--- src/rtl/core/iirdf1_pkg.sv ---
package iirdf1_pkg;

    localparam int MAX_ORDER  = 5;
    localparam int ORDER_W    = 3;
    localparam int HIST_DEPTH = MAX_ORDER + 1;
    localparam int HIST_AW    = $clog2(HIST_DEPTH);
    localparam int STEP_W     = $clog2(2 * MAX_ORDER + 1);
    localparam int SAMPLE_W   = 32;
    localparam int COEF_W     = 32;
    localparam int PROD_W     = SAMPLE_W + COEF_W;
    localparam int ACC_W      = PROD_W + 4;
    localparam int CFG_W      = 64;
    localparam int CFG_AW     = 3;
    localparam int NUM_PAIRS  = 3;

    localparam int Q_BITS     = 33;
    localparam int DIV_BITS   = 3;
    localparam int DIV_STEPS  = Q_BITS / DIV_BITS;
    localparam int DIV_CNT_W  = $clog2(DIV_STEPS);

    localparam logic [CFG_AW-1:0] CFG_ORDER = 3'd0;
    localparam logic [CFG_AW-1:0] CFG_B01   = 3'd1;
    localparam logic [CFG_AW-1:0] CFG_B23   = 3'd2;
    localparam logic [CFG_AW-1:0] CFG_B45   = 3'd3;
    localparam logic [CFG_AW-1:0] CFG_A01   = 3'd4;
    localparam logic [CFG_AW-1:0] CFG_A23   = 3'd5;
    localparam logic [CFG_AW-1:0] CFG_A45   = 3'd6;

    localparam logic [CFG_W-1:0] A01_RESET = 64'd16777216;

    localparam logic signed [SAMPLE_W-1:0] SAT_MAX = 32'sh7FFF_FFFF;
    localparam logic signed [SAMPLE_W-1:0] SAT_MIN = 32'sh8000_0000;

    typedef logic signed [SAMPLE_W-1:0] t_sample;
    typedef logic signed [COEF_W-1:0]   t_coef;
    typedef logic signed [ACC_W-1:0]    t_acc;

    typedef struct packed {
        logic    vld;
        logic    neg;
        t_coef   coef;
        t_sample data;
    } t_mac_in;

    typedef struct packed {
        t_sample y;
        t_sample x;
    } t_hist_entry;

    typedef struct packed {
        t_sample sample;
        logic    saturated;
        logic    divide_error;
    } t_div_res;

    typedef enum logic [2:0] {
        S_IDLE,
        S_MAC,
        S_DRAIN,
        S_DIV,
        S_DONE
    } t_state;

    typedef enum logic [1:0] {
        D_IDLE,
        D_CHECK,
        D_RUN,
        D_FIN
    } t_div_state;

endpackage

--- src/rtl/core/iirdf1_mac.sv ---
module iirdf1_mac (
    input  logic                  i_clk,
    input  logic                  i_rst_n,
    input  logic                  i_clear,
    input  iirdf1_pkg::t_mac_in   i_op,
    output logic                  o_busy,
    output iirdf1_pkg::t_acc      o_acc
);
    import iirdf1_pkg::*;

    logic signed [PROD_W-1:0] r_prod;
    logic                     r_prod_vld;
    logic                     r_prod_neg;
    t_acc                     r_acc;
    t_acc                     prod_ext;

    assign prod_ext = ACC_W'(r_prod);

    always_ff @(posedge i_clk) begin
        r_prod     <= i_op.coef * i_op.data;
        r_prod_neg <= i_op.neg;
    end

    always_ff @(posedge i_clk) begin
        if (!i_rst_n || i_clear) begin
            r_prod_vld <= 1'b0;
            r_acc      <= '0;
        end else begin
            r_prod_vld <= i_op.vld;
            if (r_prod_vld) begin
                r_acc <= r_prod_neg ? (r_acc - prod_ext) : (r_acc + prod_ext);
            end
        end
    end

    assign o_busy = r_prod_vld;
    assign o_acc  = r_acc;

endmodule

--- config.mk ---
export PLATFORM = sky130hd
export DESIGN_NAME = iirdf1_mac
export DESIGN_NICKNAME = d
export VERILOG_FILES = /design/src/rtl/core/iirdf1_pkg.sv /design/src/rtl/core/iirdf1_mac.sv
export SDC_FILE = /design/constraint.sdc
export NUM_CORES = 2
export LEC_CHECK = 0
export BUFFER_PORTS_ARGS = -buffer_cell sky130_fd_sc_hd__buf_2
export CAP_MARGIN = 40
export CORE_ASPECT_RATIO = 1.5
export CORE_UTILIZATION = 52
export DETAILED_ROUTE_END_ITERATION = 8
export GPL_TIMING_DRIVEN = 0
export PLACE_DENSITY = 0.68
export RECOVER_POWER = 50
export SLEW_MARGIN = 20
export SYNTH_ARGS = -nofsm -noshare
export SYNTH_HDL_FRONTEND = slang
export SYNTH_SLANG_ARGS = --single-unit
--- constraint.sdc ---
create_clock -name i_clk -period 8.6 [get_ports i_clk]
set_input_delay 0.43 -clock i_clk [delete_from_list [all_inputs] [get_ports i_clk]]
set_output_delay 0.43 -clock i_clk [all_outputs]
set_load 0.02 [all_outputs]
==> reports/metrics.yaml <==
clock_latency_ps: 440
ys.flop_type: "dfxtp_1"
async_reset_ff_frac: 0
cts_buffer_depth: 2
cp_data_required_time_ps: 8900
antenna_found_initial: 14
ant_nets: 0
numPortBuffers: 137
synth.most_common_cell: "fa_1"
nets: 6641
status: "complete, no violations"
cts_tree: "done"
fill_cells: 8063
dp_hpwl_mm: 144
hold_depth: 1
slew_violations: 0
cp-start-kind: "input pin"
gr-usage-met3: 0.0875
areaGrowthSynthToFinish_pct: 8.30
drive_gt1_frac: 0.0551
whs_ps: 90.3
cts_inserted_buffers: 17
slowest_stage: "clkbuf_1"
grt_busiest_layer: "met2"
grt_util_met2: 0.643
synth_common_cells: "1083 x fa_1, 1009 x inv_1, 585 x nand2_1"
max_freq_mhz: 118
grt_first_pass_wirelength_mm: 248
synth-edff-count: 0
grt_usage: 0.395
synth_area_leaders: "fa_1 48%, inv_1 8.4%, and2_1 7.3%"
slew_headroom: 0.342
clkSinkCount: 134
hold_buffers: 0
die_w_um: 243
cp_max_fo: 6
root_buffer: "clkbuf_16"
die_area_um2: 88200
fin_crit_sh: 0.988
drt-wirelength-per-cell_um: 26.9
io_pins: 138
fp.dieH_um: 363
grt_pass1_vias: 39000
ys_ff_latch: 134
synth_area_leader_cell: "fa_1"
reg2reg_depth: 17
drc: 0
core_um2: 86200
placementRows: 132
viasPerCell: 5.81
worst_path_largest_cell_delay_ps: 520
setup_viol: 0
grtUsageMet1: 0.425
tightest_slew_ps: 987
first_pass_iters: 6
fin_skew_ps: 11.4
grt_max_degree: 26
grt-ovfl-total: 0
routed_wl_mm: 172
syn_nets: 6395
vias: 37200
htreeDepth: 4
cpMostUsedCell: "fa_1"
yosysSeqAreaShare: 0.0593
avgSynthCellArea_um2: 9.07
start_util: 0.525
gp_congestion: 1.07
cp.arrival_ps: 8800
yosysTopAreaCellShare: 0.479
drv_cap: 0
cp-end-kind: "register"
min_period_ps: 8500
syn_area_um2: 45300
setup.worst_path.class: "input pin to register"
synth_warnings: 0
drtIter0Drc: 3020
synthCells: 4991
ys_types: 82
path_clk_slew_ps: 60
hold_viol: 0
hp-class: "input pin to register"
==> metrics by stage <==
step	std cells	TNS, ps	cell area, um^2	util	setup WS [ps]
2_1_floorplan	4991	0	45300	-	684
3_3_place_gp	6267	-8530	47400	0.549	-979
3_5_place_dp	6311	-8220	47900	0.555	-1040
4_1_cts	6341	-36.3	48500	0.563	-36.3
5_1_grt	6391	-41.5	49000	0.568	-20.9
6_report	6398	0	49000	0.569	103
==> cells by family after synthesis <==
family,after synthesis,synth area share
compound gates,517,0.0747
xor+xnor,181,0.0350
fa+ha+maj,1335,0.549
buf+inv,1256,0.104
flops,134,0.0593
mux,46,0.0103
simple gates,1522,0.168
==> worst paths after layout <==
| path | slack [ps] | endpoint | from |
|---|---|---|---|
| max | 100 | r_prod[55] | i_op[33] |
| min | 90 | r_prod_neg | i_op[64] |
| max reg2reg | 2470 | o_acc[61] | r_prod[17] |
| min reg2reg | 470 | o_acc[66] | o_acc[66] |
==> registers in the layout, indices dropped and copies added, names as in the netlist <==
| signal | cells |
|---|---|
| o_acc | 68 |
| r_prod | 64 |
| o_busy | 1 |
| r_prod_neg | 1 |
==> cell type report <==
type                    count  area, um^2  share of cell area
plain buffers             246        1010              0.0206
clock inverters            14         198             0.00403
clock buffers              17         425             0.00868
flip-flops and latches    134        2680              0.0547
well taps                1139        1430              0.0291
multi-input cells        3601       37900               0.773
diodes                     10        25.0            0.000511
inverters                1009        3800              0.0775
repair buffers            228        1570              0.0319
==> placed cells by master (no fill, tap or decap), types with 6 or more instances in the layout <==
cell       instances
o21ai_0           71
o21ai_1           12
a221oi_1           7
nor4_1            13
o211ai_1          17
a21o_1            71
buf_4             20
buf_2             72
clkbuf_1         248
nand3_1           32
diode_2           10
clkbuf_2          57
buf_1              6
or4_1              8
o21a_1            21
a211oi_1          18
nor2_1           182
a31oi_1           24
or3_1              9
xnor2_1          138
buf_8              8
nand2_1          585
and3_1            11
o21bai_1          16
a41oi_1            7
fa_1            1081
mux2i_1           44
and2_1           523
buf_6             62
nor2b_1           38
nor3_1            40
o31ai_1           14
clkbuf_16         17
nand2b_1          23
dfxtp_1          134
ha_1             252
a21oi_1          170
inv_1           1006
nand4_1           27
xor2_1            43
==> critical path, delay by kind of cell <==
kind	cells	cell delay, ps
AO/OA/AOI/OAI	7	2220
XOR/XNOR	1	180
adder cells (fa/ha/maj)	9	3860
AND/OR/NAND/NOR	3	430
buffers and inverters	6	1670
==> what timing repair did <==
item                                    in CTS  in global routing
pin swaps                                    0                  1
setup buffers                                0                 18
endpoints found under the setup margin       9                 11
gates resized for setup                     12                109
==> routing by layer <==
metal	wire (um)	vias to the layer above	share of wire
li1	-	15600	-
met1	55800	18800	0.32
met2	80300	2010	0.47
met3	14900	805	0.087
met4	20800	4	0.12
met5	26	-	0.00015
Power is left out: the tool's default activity adds up to more than one toggle a clock period on the data nets, which glitch-free logic cannot reach.
