File: config.mk
export PLATFORM = sky130hd
export DESIGN_NAME = iirdf1_div
export DESIGN_NICKNAME = d
export VERILOG_FILES = /design/src/rtl/core/iirdf1_pkg.sv /design/src/rtl/core/iirdf1_div.sv
export SDC_FILE = /design/constraint.sdc
export NUM_CORES = 1
export LEC_CHECK = 0
export ABC_AREA = 1
export BUFFER_PORTS_ARGS = -buffer_cell sky130_fd_sc_hd__buf_2
export CELL_PAD_IN_SITES_DETAIL_PLACEMENT = 1
export CELL_PAD_IN_SITES_GLOBAL_PLACEMENT = 1
export CORE_AREA = 2 2 307 218
export CTS_CLUSTER_DIAMETER = 120
export DETAILED_ROUTE_END_ITERATION = 12
export DIE_AREA = 0 0 309 220
export PLACE_DENSITY = 0.58
export REMOVE_ABC_BUFFERS = 1
export SYNTH_ARGS = -nofsm -noshare
export SYNTH_HDL_FRONTEND = slang
export SYNTH_SLANG_ARGS = --single-unit
File: constraint.sdc
create_clock -name i_clk -period 6.75 [get_ports i_clk]
set_clock_uncertainty 0.1 [all_clocks]
set_input_delay 0.675 -clock i_clk [delete_from_list [all_inputs] [get_ports i_clk]]
set_output_delay 0.675 -clock i_clk [all_outputs]
set_load 0.1 [all_outputs]
File: src/rtl/core/iirdf1_pkg.sv
package iirdf1_pkg;

    localparam int MAX_ORDER  = 5;
    localparam int ORDER_W    = 3;
    localparam int HIST_DEPTH = MAX_ORDER + 1;
    localparam int HIST_AW    = $clog2(HIST_DEPTH);
    localparam int STEP_W     = $clog2(2 * MAX_ORDER + 1);
    localparam int SAMPLE_W   = 32;
    localparam int COEF_W     = 32;
    localparam int PROD_W     = SAMPLE_W + COEF_W;
    localparam int ACC_W      = PROD_W + 4;
    localparam int CFG_W      = 64;
    localparam int CFG_AW     = 3;
    localparam int NUM_PAIRS  = 3;

    localparam int Q_BITS     = 33;
    localparam int DIV_BITS   = 3;
    localparam int DIV_STEPS  = Q_BITS / DIV_BITS;
    localparam int DIV_CNT_W  = $clog2(DIV_STEPS);

    localparam logic [CFG_AW-1:0] CFG_ORDER = 3'd0;
    localparam logic [CFG_AW-1:0] CFG_B01   = 3'd1;
    localparam logic [CFG_AW-1:0] CFG_B23   = 3'd2;
    localparam logic [CFG_AW-1:0] CFG_B45   = 3'd3;
    localparam logic [CFG_AW-1:0] CFG_A01   = 3'd4;
    localparam logic [CFG_AW-1:0] CFG_A23   = 3'd5;
    localparam logic [CFG_AW-1:0] CFG_A45   = 3'd6;

    localparam logic [CFG_W-1:0] A01_RESET = 64'd16777216;

    localparam logic signed [SAMPLE_W-1:0] SAT_MAX = 32'sh7FFF_FFFF;
    localparam logic signed [SAMPLE_W-1:0] SAT_MIN = 32'sh8000_0000;

    typedef logic signed [SAMPLE_W-1:0] t_sample;
    typedef logic signed [COEF_W-1:0]   t_coef;
    typedef logic signed [ACC_W-1:0]    t_acc;

    typedef struct packed {
        logic    vld;
        logic    neg;
        t_coef   coef;
        t_sample data;
    } t_mac_in;

    typedef struct packed {
        t_sample y;
        t_sample x;
    } t_hist_entry;

    typedef struct packed {
        t_sample sample;
        logic    saturated;
        logic    divide_error;
    } t_div_res;

    typedef enum logic [2:0] {
        S_IDLE,
        S_MAC,
        S_DRAIN,
        S_DIV,
        S_DONE
    } t_state;

    typedef enum logic [1:0] {
        D_IDLE,
        D_CHECK,
        D_RUN,
        D_FIN
    } t_div_state;

endpackage

File: src/rtl/core/iirdf1_div.sv
module iirdf1_div (
    input  logic                  i_clk,
    input  logic                  i_rst_n,
    input  logic                  i_start,
    input  iirdf1_pkg::t_acc      i_acc,
    input  iirdf1_pkg::t_coef     i_a0,
    output logic                  o_done,
    output iirdf1_pkg::t_div_res  o_res
);
    import iirdf1_pkg::*;

    t_div_state              r_state;
    t_div_state              n_state;
    logic [ACC_W-1:0]        r_mag;
    logic                    r_neg;
    logic                    r_zero;
    logic [COEF_W-1:0]       r_d;
    logic                    r_dneg;
    logic                    r_a0z;
    logic                    r_big;
    logic [COEF_W-1:0]       r_rem;
    logic [Q_BITS-1:0]       r_low;
    logic [Q_BITS-1:0]       r_q;
    logic [DIV_CNT_W-1:0]    r_cnt;
    logic [COEF_W-1:0]       n_rem;
    logic [Q_BITS-1:0]       n_low;
    logic [Q_BITS-1:0]       n_q;
    logic                    last_step;
    logic                    qneg;

    assign last_step = (r_cnt == DIV_CNT_W'(DIV_STEPS - 1));

    always_comb begin
        n_state = r_state;
        unique case (r_state)
            D_IDLE:  if (i_start) n_state = D_CHECK;
            D_CHECK: n_state = D_RUN;
            D_RUN:   if (last_step) n_state = D_FIN;
            D_FIN:   n_state = D_IDLE;
            default: n_state = D_IDLE;
        endcase
    end

    always_comb begin
        o_done = 1'b0;
        unique case (r_state)
            D_FIN:   o_done = 1'b1;
            default: o_done = 1'b0;
        endcase
    end

    always_ff @(posedge i_clk) begin
        if (!i_rst_n) begin
            r_state <= D_IDLE;
        end else begin
            r_state <= n_state;
        end
    end

    // restoring division, DIV_BITS quotient bits per cycle
    always_comb begin
        logic [COEF_W:0]    rem;
        logic [Q_BITS-1:0]  low;
        logic [Q_BITS-1:0]  q;
        rem = {1'b0, r_rem};
        low = r_low;
        q   = r_q;
        for (int j = 0; j < DIV_BITS; j++) begin
            rem = {rem[COEF_W-1:0], low[Q_BITS-1]};
            low = {low[Q_BITS-2:0], 1'b0};
            if (rem >= {1'b0, r_d}) begin
                rem = rem - {1'b0, r_d};
                q   = {q[Q_BITS-2:0], 1'b1};
            end else begin
                q   = {q[Q_BITS-2:0], 1'b0};
            end
        end
        n_rem = rem[COEF_W-1:0];
        n_low = low;
        n_q   = q;
    end

    always_ff @(posedge i_clk) begin
        case (r_state)
            D_IDLE: begin
                if (i_start) begin
                    r_neg  <= i_acc[ACC_W-1];
                    r_zero <= (i_acc == '0);
                    r_mag  <= i_acc[ACC_W-1] ? ACC_W'(-i_acc) : ACC_W'(i_acc);
                    r_a0z  <= (i_a0 == '0);
                    r_dneg <= i_a0[COEF_W-1];
                    r_d    <= i_a0[COEF_W-1] ? COEF_W'(-i_a0) : COEF_W'(i_a0);
                end
            end
            D_CHECK: begin
                // quotient of 2^Q_BITS or more always clips
                r_big <= (r_mag[ACC_W-1:Q_BITS] >= (ACC_W - Q_BITS)'(r_d));
                r_rem <= r_mag[Q_BITS+COEF_W-1:Q_BITS];
                r_low <= r_mag[Q_BITS-1:0];
                r_q   <= '0;
                r_cnt <= '0;
            end
            D_RUN: begin
                r_rem <= n_rem;
                r_low <= n_low;
                r_q   <= n_q;
                r_cnt <= r_cnt + 1'b1;
            end
            default: begin
            end
        endcase
    end

    assign qneg = r_neg ^ r_dneg;

    always_comb begin
        o_res.divide_error = r_a0z;
        o_res.saturated    = 1'b0;
        o_res.sample       = '0;
        if (r_a0z) begin
            if (!r_zero) begin
                o_res.saturated = 1'b1;
                o_res.sample    = r_neg ? SAT_MIN : SAT_MAX;
            end
        end else if (r_big || (!qneg && (r_q > Q_BITS'(33'h0_7FFF_FFFF)))
                     || (qneg && (r_q > Q_BITS'(33'h0_8000_0000)))) begin
            o_res.saturated = 1'b1;
            o_res.sample    = qneg ? SAT_MIN : SAT_MAX;
        end else begin
            o_res.sample = qneg ? -t_sample'(r_q[SAMPLE_W-1:0])
                                : t_sample'(r_q[SAMPLE_W-1:0]);
        end
    end

endmodule

==> summary by stage <==
Status
The flow ran to the end, and the final reports show no timing, DRC or antenna violations.

STA
The slack of the critical path is 146 ps. The fraction of the cycle the final worst path needs is 97.8%. The number of hold-slack violations in the final timing report came to 0.

The number of max-slew violations in the final report came to 0. Setup repair after global routing could not meet its margin everywhere. The post-layout minimum cycle time is 6600 ps. For this run, the top clock speed supported by timing is 151 MHz.

For the pin with the worst max-slew slack, the measured transition is 988 ps. Setup violations remaining at the end of the flow were counted as 0. Measured against its own limit, the worst slew margin works out to 34.0%.

Synth
The mean cell area of the mapped netlist is 7.29 um2. In the synthesized netlist the async set-or-reset flop fraction comes to 0%. During synthesis, Yosys emitted a total of 0 warnings. The number of flip-flops and latches in the synthesized netlist is 209. The number of synthesized flops with an enable pin is 207. The post-synthesis cell type count is 63.

After synthesis, flip-flops and latches occupy 32.3% of the total area. The number of standard cells after synthesis is 2659. The top flip-flop cell by instance count after synthesis is sky130_fd_sc_hd__edfxtp_1. The cell area that synthesis handed to floorplanning was 19400 um2.

Layout
From synthesis to final layout, the design area changed by 30.9%. The register area is 6260 um2. The filler cells instantiated in the layout total 8077. For this run, the post-layout net count is 3273. The count of cells in the finished layout, fillers not included, comes to 3940. The fraction of layout cells with a size suffix above 1 is 25.4%. In the final layout, the multi-input gates occupy 13000 um2.

Clock network
The latest clock arrival within the worst-skew pair is 580 ps. The maximum count of clock buffers along a single path is 3. The number of levels the H-tree was split into is 1.

The root buffer cell chosen for the clock tree is sky130_fd_sc_hd__clkbuf_16. The number of clock sinks seen by CTS is 209. Clock-pin slew was measured on the worst setup and hold paths at 70 ps. The CTS tree is built.

The total clock buffers created by CTS is 27.

Setup path
On the worst path, the slowest cell contributes a delay of 580 ps. STA puts the critical path data arrival time at 6810 ps. The cell occurring most often along the worst timing path is sky130_fd_sc_hd__buf_4. The capturing element type of the critical path is a flop. The cell count of the worst reg-to-reg path is 39. The setup path with the least slack is of type flop to flop. Among all stages on the critical path, the largest delay is contributed by sky130_fd_sc_hd__edfxtp_1.

The top fanout value on the critical path is 8. For the worst setup path, the data required time is 6960 ps. STA classifies the critical path startpoint as a flop.

Floorplanning
Pin placement for this block handled 138 I/O pins. Measured along the x axis, the die boundary spans 309 um. The initial utilization of the core area, before any placement, comes to 29.6%. The area of the die is 68000 um2. The floorplan core area is 65400 um2. From bottom edge to top edge, the die measures 220 um.

The floorplan has 79 rows.

Place
The count of input and output buffers is 137. The number of placed instances, taps included, is 3847. After legalization and detailed placement, the total HPWL measured 68800 um. The final estimated routing congestion in global placement is 0.962. OpenSTA, run right after detailed placement, puts the worst setup slack at -451 ps.

Routing
After detailed routing, the number of remaining DRC violations is 0. The average detailed-routed wire length per instance is 21.5 um. In the routed layout, each cell is associated on average with a via count of 5.02. The overall via count from detail_route is 19800. The number of antenna-violating nets in the routed design is 0.

Summed over all layers, the routed wires come to 84700 um. The pre-antenna-repair detailed-routing pass consisted of 5 iterations. The number of DRC violations after detailed-routing iteration 0 is 1473.

Hold path
Along the worst hold path, the cell count comes to 1. The min-delay analysis places its worst path in the category input pin to flop.

Global routing
The initial antenna violation count is 8. The wire length of the first global-routing pass is 123000 um. For this run, the total global-route usage over all layers was measured as 24.0%. The largest net degree at the start of global routing is 70. The number of global-route vias before repair was 19800. For this run the aggregate overflow at the end of global routing stands at 0.

Run
The total of max-cap violations is 0.
==> path summary, 6_finish.rpt <==
check | startpoint | end | slack, ps
setup / recovery | r_rem[25] | r_rem[26] | 150
hold / removal | i_acc[0] | r_mag[0] | 200
setup reg to reg | r_rem[25] | r_rem[26] | 150
hold reg to reg | r_mag[26] | r_low[26] | 400
==> sequential cells by signal, indices dropped and copies added, names as in the netlist, 2 cells and up <==
name / cells
r_d: 32
r_q: 33
r_cnt: 4
r_rem: 32
r_state: 2
r_low: 33
r_mag: 68
==> worst max-delay path: cells and delay by family (launching register included) <==
kind	cells	cell delay, ps
buffers and inverters	13	1790
xor gates and xnor gates	1	140
AOI/OAI and AO/OA	6	1050
adders and majority gates	3	930
DFF	1	580
and+or+nand+nor	16	1730
==> cells in the final DEF, fill, tap and decap left out, types with 6 or more instances in the layout <==
cell and count:
sky130_fd_sc_hd__or2_2 12, sky130_fd_sc_hd__ha_4 52, sky130_fd_sc_hd__o21ai_4 15, sky130_fd_sc_hd__xor2_1 110
sky130_fd_sc_hd__clkbuf_1 6, sky130_fd_sc_hd__clkbuf_16 34, sky130_fd_sc_hd__nor3_1 44, sky130_fd_sc_hd__a21oi_2 28
sky130_fd_sc_hd__ha_2 10, sky130_fd_sc_hd__nand3_2 22, sky130_fd_sc_hd__nand3b_1 8, sky130_fd_sc_hd__nand2_2 66
sky130_fd_sc_hd__nand4_1 41, sky130_fd_sc_hd__buf_2 137, sky130_fd_sc_hd__nor2_4 8, sky130_fd_sc_hd__o21ai_1 38
sky130_fd_sc_hd__o21ai_0 70, sky130_fd_sc_hd__a31oi_1 14, sky130_fd_sc_hd__ha_1 77, sky130_fd_sc_hd__o21ai_2 19
sky130_fd_sc_hd__nor3_2 8, sky130_fd_sc_hd__inv_2 34, sky130_fd_sc_hd__inv_1 276, sky130_fd_sc_hd__o21bai_1 14
sky130_fd_sc_hd__o21a_1 6, sky130_fd_sc_hd__o211ai_1 7, sky130_fd_sc_hd__a21oi_1 97, sky130_fd_sc_hd__a21o_1 17
sky130_fd_sc_hd__xnor2_1 84, sky130_fd_sc_hd__nand2_1 719, sky130_fd_sc_hd__buf_4 238, sky130_fd_sc_hd__a21oi_4 6
sky130_fd_sc_hd__nor2_2 25, sky130_fd_sc_hd__nor2_1 241, sky130_fd_sc_hd__nor4_1 24, sky130_fd_sc_hd__edfxtp_1 207
sky130_fd_sc_hd__nand3_1 133, sky130_fd_sc_hd__buf_12 14
==> synthesized netlist by cell type, drive strengths merged (2+ instances only) <==
| cell type | number | area [um2] |
|---|---|---|
| o211ai | 7 | 52.6 |
| o21bai | 17 | 131 |
| nor3 | 53 | 285 |
| a21o | 17 | 128 |
| nand4 | 42 | 278 |
| o21a | 6 | 45.0 |
| buf | 27 | 189 |
| or2 | 15 | 93.8 |
| fa | 3 | 60.1 |
| xor2 | 111 | 972 |
| edfxtp | 207 | 6220 |
| ha | 139 | 1740 |
| and2 | 4 | 25.0 |
| clkinv | 2 | 7.51 |
| a21boi | 5 | 41.3 |
| dfxtp | 2 | 40.0 |
| clkbuf | 32 | 120 |
| o21ai | 142 | 752 |
| a221oi | 4 | 35.0 |
| xnor2 | 86 | 753 |
| and3 | 2 | 12.5 |
| nor2 | 275 | 1120 |
| a31oi | 16 | 100 |
| o31ai | 5 | 37.5 |
| a211oi | 4 | 30.0 |
| inv | 314 | 1180 |
| nand3 | 158 | 858 |
| nand2 | 786 | 3040 |
| nor4 | 30 | 200 |
| a21oi | 131 | 697 |
| nand3b | 8 | 60.1 |
==> routing by layer <==
metal	GRT usage [%]	vias to the layer above	routed length (um)
li1	-	9564	-
met1	37.8	9666	43400
met2	34.3	473	34400
met3	3.42	68	5510
met4	3.82	8	1310
met5	0	-	48
==> repair_timing <==
item                       4_1_cts  5_1_grt
setup buffers                    3       33
cloned                           0        7
resized for setup               34      263
setup endpoints to repair       33       33
pin swaps                        3       35
hold buffers                     0        0
==> cell type report <==
class | count | share of cell area, %
clock buffer | 33 | 2.75
clock inverter | 14 | 0.478
multi-input combinational | 2075 | 51.2
antenna | 3 | 0.0296
tap | 891 | 4.39
timing repair buffer | 399 | 11.7
sequential | 209 | 24.7
inverter | 316 | 4.77
==> through the flow <==
| step | TNS [ps] | util (%) | hold slack, ps | area, um2 |
|---|---|---|---|---|
| final | 0 | 38.8 | 201 | 25400 |
| after global routing | -1070 | 38.8 | 183 | 25400 |
| after CTS | 0 | 36.2 | 173 | 23700 |
| after detailed placement | -10530 | 34.7 | 403 | 22700 |
| after global placement | -7890 | 34.7 | 398 | 22700 |
| after floorplan | 0 | - | 387 | 19100 |
==> cells by family after synthesis <==
group | synth area share, %
buffers and inverters | 7.73
AOI/OAI and AO/OA | 10.9
adders and majority gates | 9.28
xor gates and xnor gates | 8.90
and+or+nand+nor | 30.9
DFF | 32.3
Power is not shown: default switching activity piles up to over one toggle a cycle in this logic, so the estimate is an artifact.
