$ cat src/rtl/core/iirdf1_pkg.sv
package iirdf1_pkg;

    localparam int MAX_ORDER  = 5;
    localparam int ORDER_W    = 3;
    localparam int HIST_DEPTH = MAX_ORDER + 1;
    localparam int HIST_AW    = $clog2(HIST_DEPTH);
    localparam int STEP_W     = $clog2(2 * MAX_ORDER + 1);
    localparam int SAMPLE_W   = 32;
    localparam int COEF_W     = 32;
    localparam int PROD_W     = SAMPLE_W + COEF_W;
    localparam int ACC_W      = PROD_W + 4;
    localparam int CFG_W      = 64;
    localparam int CFG_AW     = 3;
    localparam int NUM_PAIRS  = 3;

    localparam int Q_BITS     = 33;
    localparam int DIV_BITS   = 3;
    localparam int DIV_STEPS  = Q_BITS / DIV_BITS;
    localparam int DIV_CNT_W  = $clog2(DIV_STEPS);

    localparam logic [CFG_AW-1:0] CFG_ORDER = 3'd0;
    localparam logic [CFG_AW-1:0] CFG_B01   = 3'd1;
    localparam logic [CFG_AW-1:0] CFG_B23   = 3'd2;
    localparam logic [CFG_AW-1:0] CFG_B45   = 3'd3;
    localparam logic [CFG_AW-1:0] CFG_A01   = 3'd4;
    localparam logic [CFG_AW-1:0] CFG_A23   = 3'd5;
    localparam logic [CFG_AW-1:0] CFG_A45   = 3'd6;

    localparam logic [CFG_W-1:0] A01_RESET = 64'd16777216;

    localparam logic signed [SAMPLE_W-1:0] SAT_MAX = 32'sh7FFF_FFFF;
    localparam logic signed [SAMPLE_W-1:0] SAT_MIN = 32'sh8000_0000;

    typedef logic signed [SAMPLE_W-1:0] t_sample;
    typedef logic signed [COEF_W-1:0]   t_coef;
    typedef logic signed [ACC_W-1:0]    t_acc;

    typedef struct packed {
        logic    vld;
        logic    neg;
        t_coef   coef;
        t_sample data;
    } t_mac_in;

    typedef struct packed {
        t_sample y;
        t_sample x;
    } t_hist_entry;

    typedef struct packed {
        t_sample sample;
        logic    saturated;
        logic    divide_error;
    } t_div_res;

    typedef enum logic [2:0] {
        S_IDLE,
        S_MAC,
        S_DRAIN,
        S_DIV,
        S_DONE
    } t_state;

    typedef enum logic [1:0] {
        D_IDLE,
        D_CHECK,
        D_RUN,
        D_FIN
    } t_div_state;

endpackage

$ cat src/rtl/core/iirdf1_hist.sv
module iirdf1_hist (
    input  logic                                 i_clk,
    input  logic                                 i_rst_n,
    input  logic                                 i_clear,
    input  logic                                 i_rd_en,
    input  logic [iirdf1_pkg::HIST_AW-1:0]       i_rd_addr,
    input  logic                                 i_wr_en,
    input  logic [iirdf1_pkg::HIST_AW-1:0]       i_wr_addr,
    input  iirdf1_pkg::t_hist_entry              i_wr_data,
    output iirdf1_pkg::t_hist_entry              o_rd_data
);
    import iirdf1_pkg::*;

    t_hist_entry             r_mem [HIST_DEPTH];
    logic [HIST_DEPTH-1:0]   r_valid;
    t_hist_entry             r_rd_data;
    logic                    r_rd_vld;

    always_ff @(posedge i_clk) begin
        if (i_wr_en) begin
            r_mem[i_wr_addr] <= i_wr_data;
        end
        if (i_rd_en) begin
            r_rd_data <= r_mem[i_rd_addr];
        end
    end

    always_ff @(posedge i_clk) begin
        if (!i_rst_n || i_clear) begin
            r_valid  <= '0;
            r_rd_vld <= 1'b0;
        end else begin
            if (i_wr_en) begin
                r_valid[i_wr_addr] <= 1'b1;
            end
            if (i_rd_en) begin
                r_rd_vld <= r_valid[i_rd_addr];
            end
        end
    end

    assign o_rd_data = r_rd_vld ? r_rd_data : '0;

endmodule

$ cat config.mk
export PLATFORM = sky130hd
export DESIGN_NAME = iirdf1_hist
export DESIGN_NICKNAME = d
export VERILOG_FILES = /design/src/rtl/core/iirdf1_pkg.sv /design/src/rtl/core/iirdf1_hist.sv
export SDC_FILE = /design/constraint.sdc
export NUM_CORES = 1
export LEC_CHECK = 0
export BUFFER_PORTS_ARGS = -buffer_cell sky130_fd_sc_hd__buf_2
export CAP_MARGIN = 20
export CORE_UTILIZATION = 35
export CTS_CLUSTER_SIZE = 16
export DETAILED_ROUTE_END_ITERATION = 12
export PLACE_DENSITY_LB_ADDON = 0.2
export SLEW_MARGIN = 15
export SYNTH_ARGS = -nofsm -noshare
export SYNTH_HDL_FRONTEND = slang
export SYNTH_SLANG_ARGS = --single-unit
$ cat constraint.sdc
create_clock -name i_clk -period 22.1 [get_ports i_clk]
set_clock_uncertainty 0.05 [all_clocks]
set_input_delay 3.315 -clock i_clk [delete_from_list [all_inputs] [get_ports i_clk]]
set_output_delay 3.315 -clock i_clk [all_outputs]
set_load 0.01 [all_outputs]
==> results of run 1 <==
## cells by family after synthesis
family,share of synthesized area
compound gates,0.0211
buf+inv,0.0185
flops,0.793
mux,0.123
simple gates,0.0442
## registers in the layout, indices dropped and copies added, names as in the netlist
| signal | count |
|---|---|
| r_rd_data | 64 |
| r_mem | 384 |
| r_valid | 6 |
| r_rd_vld | 1 |
## worst max-delay path by stage
stage,to,slack (ns),from,cells after the start
floorplan,r_mem[0][0],11.28,i_wr_addr[0],1
global placement,r_rd_data[61],16.28,i_rd_addr[0],5
detailed placement,r_rd_data[36],16.29,i_rd_addr[0],5
CTS,o_rd_data[17],16.41,r_rd_vld,3
global route,o_rd_data[17],16.33,r_rd_vld,3
finish,o_rd_data[17],16.51,r_rd_vld,3
## cells in the final DEF, fill, tap and decap left out, types with 6 or more instances in the layout
| master | netlist | layout |
|---|---|---|
| edfxtp_1 | 448 | 448 |
| buf_2 | 7 | 134 |
| nor2_1 | 74 | 74 |
| mux2i_1 | 66 | 66 |
| mux4_2 | 64 | 64 |
| a21oi_1 | 64 | 64 |
| and2_1 | 64 | 64 |
| clkbuf_16 | 0 | 49 |
| buf_4 | 5 | 19 |
| clkbuf_1 | 18 | 16 |
| clkinv_1 | 0 | 12 |
| clkinv_2 | 0 | 8 |
| dfxtp_1 | 7 | 6 |
## worst register-to-register path: cells and delay by family, from the launching register on
kind	cells	cell delay, ns
buffers and inverters	1	0.56
and+or+nand+nor	1	0.14
DFF	1	0.61
AOI/OAI and AO/OA	1	0.24
## layer usage
metal	up-vias	GRT usage	wire [um]
met5	-	0	80
met1	4160	0.186	15500
li1	3687	-	-
met4	12	0.0349	520
met2	145	0.247	17600
met3	52	0.0367	1630
## through the flow
step | std cells | hold slack, ns | utilization
2_1_floorplan | 847 | 0.381 | -
4_1_cts | 1662 | 0.424 | 0.415
6_report | 1664 | 0.423 | 0.415
5_1_grt | 1662 | 0.455 | 0.415
3_3_place_gp | 1572 | 0.399 | 0.385
3_5_place_dp | 1572 | 0.406 | 0.385
## layout make-up
cell class,instances,area share
multi-input combinational,348,0.165
timing repair buffer,154,0.0415
tap,615,0.0386
sequential,455,0.682
clock buffer,65,0.0645
clock inverter,25,0.00897
antenna,2,0.000251
## power by group
group	switching [W]	internal, W	total (W)
logic	0.0000507	0.0000338	0.0000845
clock network	0.000315	0.000432	0.000747
registers	0.00000769	0.000984	0.000992
==> metrics.csv, run 1 <==
metric;value;unit
status;finished clean;
final total power;0.00182;W
CP max FO;42;
die area;49900;um2
via/cell ratio;4.84;
final setup vio count;0;
Std-Cell Rows;80;
pwr/cell area;91.4;nW/um2
f_max;179;MHz
Netlist Area Pre-Place;17100;um2
crit path max-delay cell type;dfxtp_2;
setup tns final;0;ns
CP arrival;2.22;ns
layout cell share with drive strength beyond 1;0.277;
final worst-path cycle share;0.253;
hold crit path type;reg -> reg;
Post-synth top flop;edfxtp_1;
Setup Crit Path Kind;reg -> out;
Hold Path Sink;r_valid[0];
Reg2Reg Setup Slack;20.41;ns
count leader, synth;edfxtp_1;
static leakage;6.88;nW
minimum clock period;5.59;ns
detailed placer's ending HPWL;18700;um
Num Clock Sinks;455;
Fillers;4291;
initial antenna violation count;9;
Yosys top cell area share;0.785;
# port buffers;138;
Area after DPL;18500;um2
design area;19900;um2
sequential fraction of the synthesis area;0.793;
largest net degree at the start of global routing;75;
Synth Register Bits;455;
hold_buf cts;0;
worst-skew pair later-pin latency;0.56;ns
clk root buf;clkbuf_16;
CTS H-tree lvls;2;
Slew headroom;0.337;
hold depth;2;
CP cell instances;buf_4 > and2_1 > buf_2;
core box area;48000;um2
Yosys warning total;0;
DP Worst Slack;16.29;ns
HP Start;r_valid[0];
Worst Max-Slew Pin Slew;0.995;ns
FF+latch area;13600;um2
Fin. Hold Viols;0;
r2r worst-path depth;3;
RSZ-0062 raised after global routing;no;
cts bufs inserted;48;
wire length of the first global-routing pass;53700;um
Crit. End Element;output port;
crit-path max cell delay;0.61;ns
drt pass-1 iters;4;
post-route setup slack;16.51;ns
GRT Util Overall;0.145;
syn_nets;922;
clock slew at reported path FFs;0.07;ns
Setup crit start kind;flop;
Total Routed Length;35300;um
Netlist cell types;28;
post_cts resized;0;
setup bufs post-CTS;0;
Iter 0 DRT Violations;382;
Post-synth EDFFs;448;
Die W;223;um
WP data required;18.74;ns
number of global-route vias before repair;8544;
Area Growth Syn to Fin;16.3;%
Max Slew Vio Count;0;
maximum capacitance violations;0;
top post-synthesis cells by count;edfxtp_1, nor2_1, mux2i_1;
worst reg2reg path endpoint;r_rd_vld;
R2R Path Start;r_rd_vld;
Multi-input gate area;3280;um2
cell family with most CP delay;buffers and inverters;
Nets;1082;
vias post-DR;8056;
Overflow after GRT;0;
Placer Congestion;0.662;
Post-synth ARST share;0;
ANT nets after route;0;
initial cell density of the core;0.357;
Synth area leaders;edfxtp_1, mux4_2, mux2i_1, and2_1, a21oi_1;
drc violations;0;
Ports;139;
Mapped Cells;847;
WL per Instance;21.2;um
cell taking the most area after synthesis;edfxtp_1;
CTS Buffer Depth;3;
mean post-synth cell area;20.2;um2
Buf/Inv on CP;2;
TritonCTS clock tree;built;
VDD IR-drop max;0.0497;mV
die span in y;223;um
Note: power is estimated with default switching activity, not from simulation.
==> inputs of run 2 (changes only) <==
Clock period 22.1 ns to 5.6 ns, I/O delays scaled along.
==> run 2 against run 1 <==
Worst setup slack lost 14 ns. Clock-buffer cell count shrank 6. Via count grew 0.21%. Clock power grew to 3.8 times the previous value. Sequential power grew to 4.0 times the previous value. Final cell count shrank 0.72%. Critical path depth is the same. Cell area shrank 0.39%. Combinational power grew to 4.0 times the previous value. Non-clock buffer count grew 2. Flip-flop and latch count is the same. Routed wire length grew 1.5%. Critical endpoint is now o_rd_data[1]. Largest cell class unchanged. Largest power group unchanged.
==> metrics.csv, run 2 (same netlist as run 1, synthesis figures left out) <==
metric;value;unit;change
Overflow after GRT;0;;unchanged
vias post-DR;8073;;+0.21%
detailed placer's ending HPWL;19500;um;+4.4%
# port buffers;138;;unchanged
most common cell after layout, fill and taps aside;edfxtp_1;;
wire length of the first global-routing pass;53900;um;+0.20%
final worst-path cycle share;0.547;;
largest net degree at the start of global routing;68;;-9.3%
minimum clock period;3.06;ns;
f_max;326;MHz;
final setup vio count;0;;unchanged
Nets;1083;;+0.092%
Multi-input gate area;3300;um2;+0.46%
drt pass-1 iters;4;;unchanged
largest registers;r_mem (384), r_rd_data (64), r_valid (6);;
post_cts resized;0;;unchanged
WL per Instance;21.7;um;+2.2%
Slew headroom;0.348;;+0.0117
Placer Congestion;0.663;;+0.18%
Worst Max-Slew Pin Slew;0.977;ns;-0.0176 ns
Setup Crit Path Kind;reg -> out;;
DP Worst Slack;2.38;ns;-13.91 ns
hold crit path type;reg -> reg;;
pwr/cell area;357;nW/um2;+290%
CP arrival;2.17;ns;-0.05 ns
cts bufs inserted;47;;-2.1%
worst-skew pair later-pin latency;0.57;ns;about the same
number of global-route vias before repair;8489;;-0.64%
crit-path max cell delay;0.61;ns;about the same
maximum capacitance violations;0;;unchanged
Num Clock Sinks;455;;unchanged
VDD IR-drop max;0.200;mV;+300%
status;finished clean;;
Top reg by flops;r_mem;;
FF+latch area;13600;um2;unchanged
CP cell instances;buf_4 > and2_1 > buf_2;;
RSZ-0062 raised after global routing;no;;
die span in y;223;um;unchanged
ANT nets after route;0;;unchanged
crit path max-delay cell type;dfxtp_2;;
CTS H-tree lvls;2;;unchanged
initial antenna violation count;8;;-1
Ports;139;;unchanged
most frequent cells in the layout;edfxtp_1, buf_2, nor2_1, mux2i_1;;
cell family with most CP delay;buffers and inverters;;
WP data required;4.71;ns;-14.03 ns
Max Slew Vio Count;0;;unchanged
clk root buf;clkbuf_16;;
CTS Buffer Depth;3;;unchanged
post-route setup slack;2.54;ns;-13.98 ns
CP max FO;43;;+2.4%
GRT Util Overall;0.147;;+0.00182
Crit. End Element;output port;;
Die W;223;um;unchanged
clock slew at reported path FFs;0.06;ns;about the same
hold_buf cts;0;;unchanged
die area;49900;um2;unchanged
layout cell share with drive strength beyond 1;0.275;;-0.00189
Buf/Inv on CP;2;;unchanged
initial cell density of the core;0.357;;unchanged
max FFs per register;384;;unchanged
static leakage;6.84;nW;-0.54%
core box area;48000;um2;unchanged
Iter 0 DRT Violations;503;;+32%
setup bufs post-CTS;0;;unchanged
Core Util, Final;0.413;;-0.00161
Setup crit start kind;flop;;
TritonCTS clock tree;built;;
Fillers;4310;;+0.44%
setup tns final;0;ns;unchanged
Fin. Hold Viols;0;;unchanged
Std-Cell Rows;80;;unchanged
Area Growth Syn to Fin;15.9;%;
drc violations;0;;unchanged
via/cell ratio;4.89;;+0.94%
Total Routed Length;35800;um;+1.5%
## run 2: changes by cell type in the layout (fill, tap and decap cells not counted), moves of 2 or more
cell       before  now
clkinv_2        8    3
buf_4          19   21
clkbuf_1       16   12
clkbuf_16      49   47
clkinv_1       12   10
## run 2: final timing paths
path                            slack, ns            end         start  cells after the start
worst max-delay path                 2.54   o_rd_data[1]      r_rd_vld                      3
worst min-delay path                 0.42     r_valid[3]    r_valid[3]                      2
worst max register to register       4.26  r_rd_data[17]  r_mem[3][17]                      3
worst min register to register       0.42     r_valid[3]    r_valid[3]                      2
## run 2: power by group
group	total (W)	internal, W	switching (W)	leakage (nW)
Sequential	0.00392	0.00388	0.0000319	4.16
Clock	0.00284	0.00162	0.00122	0.663
Combinational	0.000335	0.000134	0.000200	2.02
## run 2: layout make-up
| class | instances | share of cell area |
|---|---|---|
| clock inverter | 18 | 0.00699 |
| multi-input combinational | 348 | 0.166 |
| antenna | 1 | 0.000126 |
| timing repair buffer | 156 | 0.0424 |
| clock buffer | 59 | 0.0615 |
| tap | 615 | 0.0387 |
| sequential | 455 | 0.684 |
## run 2: stage by stage
step                hold WS [ns]  power [W]  instances  cell area, um2
detailed placement         0.410    0.00433       1574           18500
CTS                        0.422    0.00718       1651           19900
floorplan                  0.381    0.00419        847           17200
global placement           0.397    0.00433       1574           18500
finish                     0.418    0.00709       1652           19900
global route               0.444    0.00734       1652           19900
## run 2: metal layers
metal	global-route usage	vias up	wire length, um
li1	-	3670	-
met1	0.189	4156	15400
met2	0.247	172	17700
met3	0.0332	63	1920
met4	0.0475	12	736
met5	0	-	77
## run 2: tightest hold or removal path, cell delays in order, from the launching register on
cell     delay (ns)
dfxtp_1        0.32
nor2_1         0.05
nor2_1         0.07
==> inputs of run 3 (changes only) <==
Settings changed: ABC_AREA set to 1.
Clock period 5.6 ns to 2.5 ns, I/O delays scaled along.
==> run 3 against run 2 <==
Non-clock buffer count increased by 65. Sequential share of layout area decreased by 3.8 points. Area after synthesis is 2.2% higher. Utilization up 1.4 points. Power rose by 130%. Cell area rose by 5.8%. Synthesized cell count increased by 60%. Die area is 2.2% higher. Clock power is 140% higher. Critical path depth increased by 1. Critical path type unchanged. Largest cell class unchanged. Largest power group unchanged.
==> metrics.csv, run 3 <==
metric;value;unit;change
Sw Share;0.215;;+0.00983
core box area;49200;um2;+2.3%
number of global-route vias before repair;10647;;+25%
Netlist Area Pre-Place;17500;um2;+2.2%
Top reg by flops;r_mem;;
Overflow after GRT;0;;unchanged
Synth Register Bits;455;;unchanged
Mapped Cells;1355;;+60%
cts bufs inserted;48;;+2.1%
via/cell ratio;4.81;;-1.6%
CP arrival;1.87;ns;-0.30 ns
count leader, synth;edfxtp_1;;
die span in y;226;um;+1.1%
minimum clock period;2.29;ns;
Fillers;4627;;+7.4%
RSZ-0062 raised after global routing;no;;
initial antenna violation count;1;;-7
final worst-path cycle share;0.918;;
GRT Util Overall;0.167;;+0.0200
Crit. End Element;output port;;
TritonCTS clock tree;built;;
Yosys top cell area share;0.768;;-0.0170
Synth area leaders;edfxtp_1, nand2_1, nand3_1, o21ai_0, o21ai_1;;
XOR/XNOR Fraction of Synth Area;0;;unchanged
vias post-DR;10812;;+34%
Total Routed Length;41600;um;+16%
mux share of post-synthesis cell area;0;;-0.123
Post-synth top flop;edfxtp_1;;
post-route setup slack;0.205;ns;-2.33 ns
top post-synthesis cells by count;edfxtp_1, nand2_1, nand3_1, inv_1, nor2_1;;
CP cell instances;buf_4 > nand2_1 > inv_1 > buf_2;;
pwr/cell area;781;nW/um2;+120%
sequential fraction of the synthesis area;0.776;;-0.0172
design area;21000;um2;+5.8%
WHS;0.0290;ns;-0.389 ns
Fin. Hold Viols;0;;unchanged
worst-skew pair later-pin latency;0.58;ns;about the same
Ports;139;;unchanged
crit-path max cell delay;0.63;ns;+0.02 ns
Netlist cell types;15;;-46%
setup bufs post-CTS;0;;unchanged
Setup crit start kind;flop;;
detailed placer's ending HPWL;23500;um;+20%
Die W;226;um;+1.1%
final setup vio count;0;;unchanged
Iter 0 DRT Violations;626;;+24%
Slew headroom;0.572;;+0.224
VDD IR-drop max;0.477;mV;+140%
WP data required;2.08;ns;-2.63 ns
largest family of logic cells by synthesized area;simple AND/OR/NAND/NOR gates;;
# port buffers;138;;unchanged
wire length of the first global-routing pass;64100;um;+19%
final total power;0.0164;W;+130%
simple-gate share of the synthesized area;0.143;;+0.0984
status;finished clean;;
largest net degree at the start of global routing;81;;+19%
post_cts resized;0;;unchanged
maximum capacitance violations;0;;unchanged
crit path max-delay cell type;dfxtp_2;;
clk root buf;clkbuf_16;;
Post-synth EDFFs;448;;unchanged
Seq pwr share;0.535;;-0.017
Placer Congestion;0.757;;+14%
Nets;1624;;+50%
Buf/Inv on CP;3;;+1
Setup Crit Path Kind;reg -> out;;
die area;51000;um2;+2.2%
CP max FO;24;;-44%
net switching power;0.00352;W;+140%
most frequent cells in the layout;edfxtp_1, nand2_1, nand3_1, buf_2, inv_1;;
DP Worst Slack;0.629;ns;-1.75 ns
cell family with most CP delay;flip-flops;;
drt pass-1 iters;5;;+1
cell taking the most area after synthesis;edfxtp_1;;
f_max;436;MHz;
max FFs per register;384;;unchanged
Yosys warning total;0;;unchanged
Post-synth ARST share;0;;unchanged
ANT nets after route;0;;unchanged
Std-Cell Rows;81;;+1.3%
layout cell share with drive strength beyond 1;0.151;;-0.124
mean post-synth cell area;12.9;um2;-36%
syn_nets;1430;;+55%
most common cell after layout, fill and taps aside;edfxtp_1;;
hold crit path type;in -> reg;;
clock slew at reported path FFs;0.06;ns;about the same
WL per Instance;18.5;um;-15%
Area after DPL;19100;um2;+3.0%
Adder-Cell Fraction of Synth Area;0;;unchanged
drc violations;0;;unchanged
Int Power;0.0129;W;+130%
complex-gate fraction of the synthesized area;0.0388;;+0.0177
setup tns final;0;ns;unchanged
Max Slew Vio Count;0;;unchanged
Area Growth Syn to Fin;20.0;%;
initial cell density of the core;0.356;;about the same
Num Clock Sinks;455;;unchanged
CTS H-tree lvls;2;;unchanged
largest registers;r_mem (384), r_rd_data (64), r_valid (6);;
Logic pwr share;0.057;;+0.010
Worst Max-Slew Pin Slew;0.642;ns;-0.336 ns
Clock Power Share;0.408;;+0.008
CTS Buffer Depth;3;;unchanged
static leakage;8.02;nW;+17%
## run 3: cell types whose count changed after synthesis, moves of 57 or more
cell / change
nand3_1: +195
o21ai_0: +65
nand2_1: +335
mux2i_1: -66
o21ai_1: +64
inv_1: +83
mux4_2: -64
a21oi_1: -57
and2_1: -64
## run 3: area by class of cell
class | instances | area [um2] | area share
antenna | 2 | 5.00 | 0.000238
multi-input combinational | 737 | 3180 | 0.151
clock inverter | 19 | 169 | 0.00803
clock buffer | 64 | 1280 | 0.0610
tap | 664 | 831 | 0.0395
sequential | 455 | 13600 | 0.647
inverter | 86 | 335 | 0.0159
timing repair buffer | 221 | 1630 | 0.0774
## run 3: timing repair
action,4_1_cts,5_1_grt
setup endpoints to repair,0,0
hold buffers,51,0
endpoints found under the hold margin,288,0
## run 3: metal layers
layer | share of wire | GRT usage
met4 | 0.023 | 0.0575
met2 | 0.48 | 0.273
met3 | 0.043 | 0.0259
met1 | 0.45 | 0.226
met5 | 0 | 0
## run 3: path summary, 6_finish.rpt
kind	startpoint	slack [ns]	endpoint	cells after the start
min reg2reg	r_valid[0]	0.41	r_valid[0]	2
max	r_rd_vld	0.21	o_rd_data[3]	4
max reg2reg	r_rd_vld	1.06	r_rd_vld	3
min	i_wr_data[16]	0.03	r_mem[3][16]	1
## run 3: kinds of logic after synthesis
group           after synthesis
simple gates                601
flops                       455
buf+inv                     163
compound gates              136
## run 3: per-stage QoR
| stage | util | std cells |
|---|---|---|
| after CTS | 0.428 | 2246 |
| final | 0.428 | 2248 |
| after floorplan | - | 1355 |
| after global routing | 0.428 | 2247 |
| after global placement | 0.388 | 2112 |
| after detailed placement | 0.388 | 2112 |
## run 3: power groups by stage
stage                     combinational (W)  sequential [W]  clock, W
final                              0.000941         0.00878   0.00671
after global routing                0.00106         0.00880   0.00715
after CTS                          0.000969         0.00878   0.00689
after detailed placement           0.000903         0.00894         0
after global placement             0.000892         0.00894         0
after floorplan                    0.000487         0.00892         0
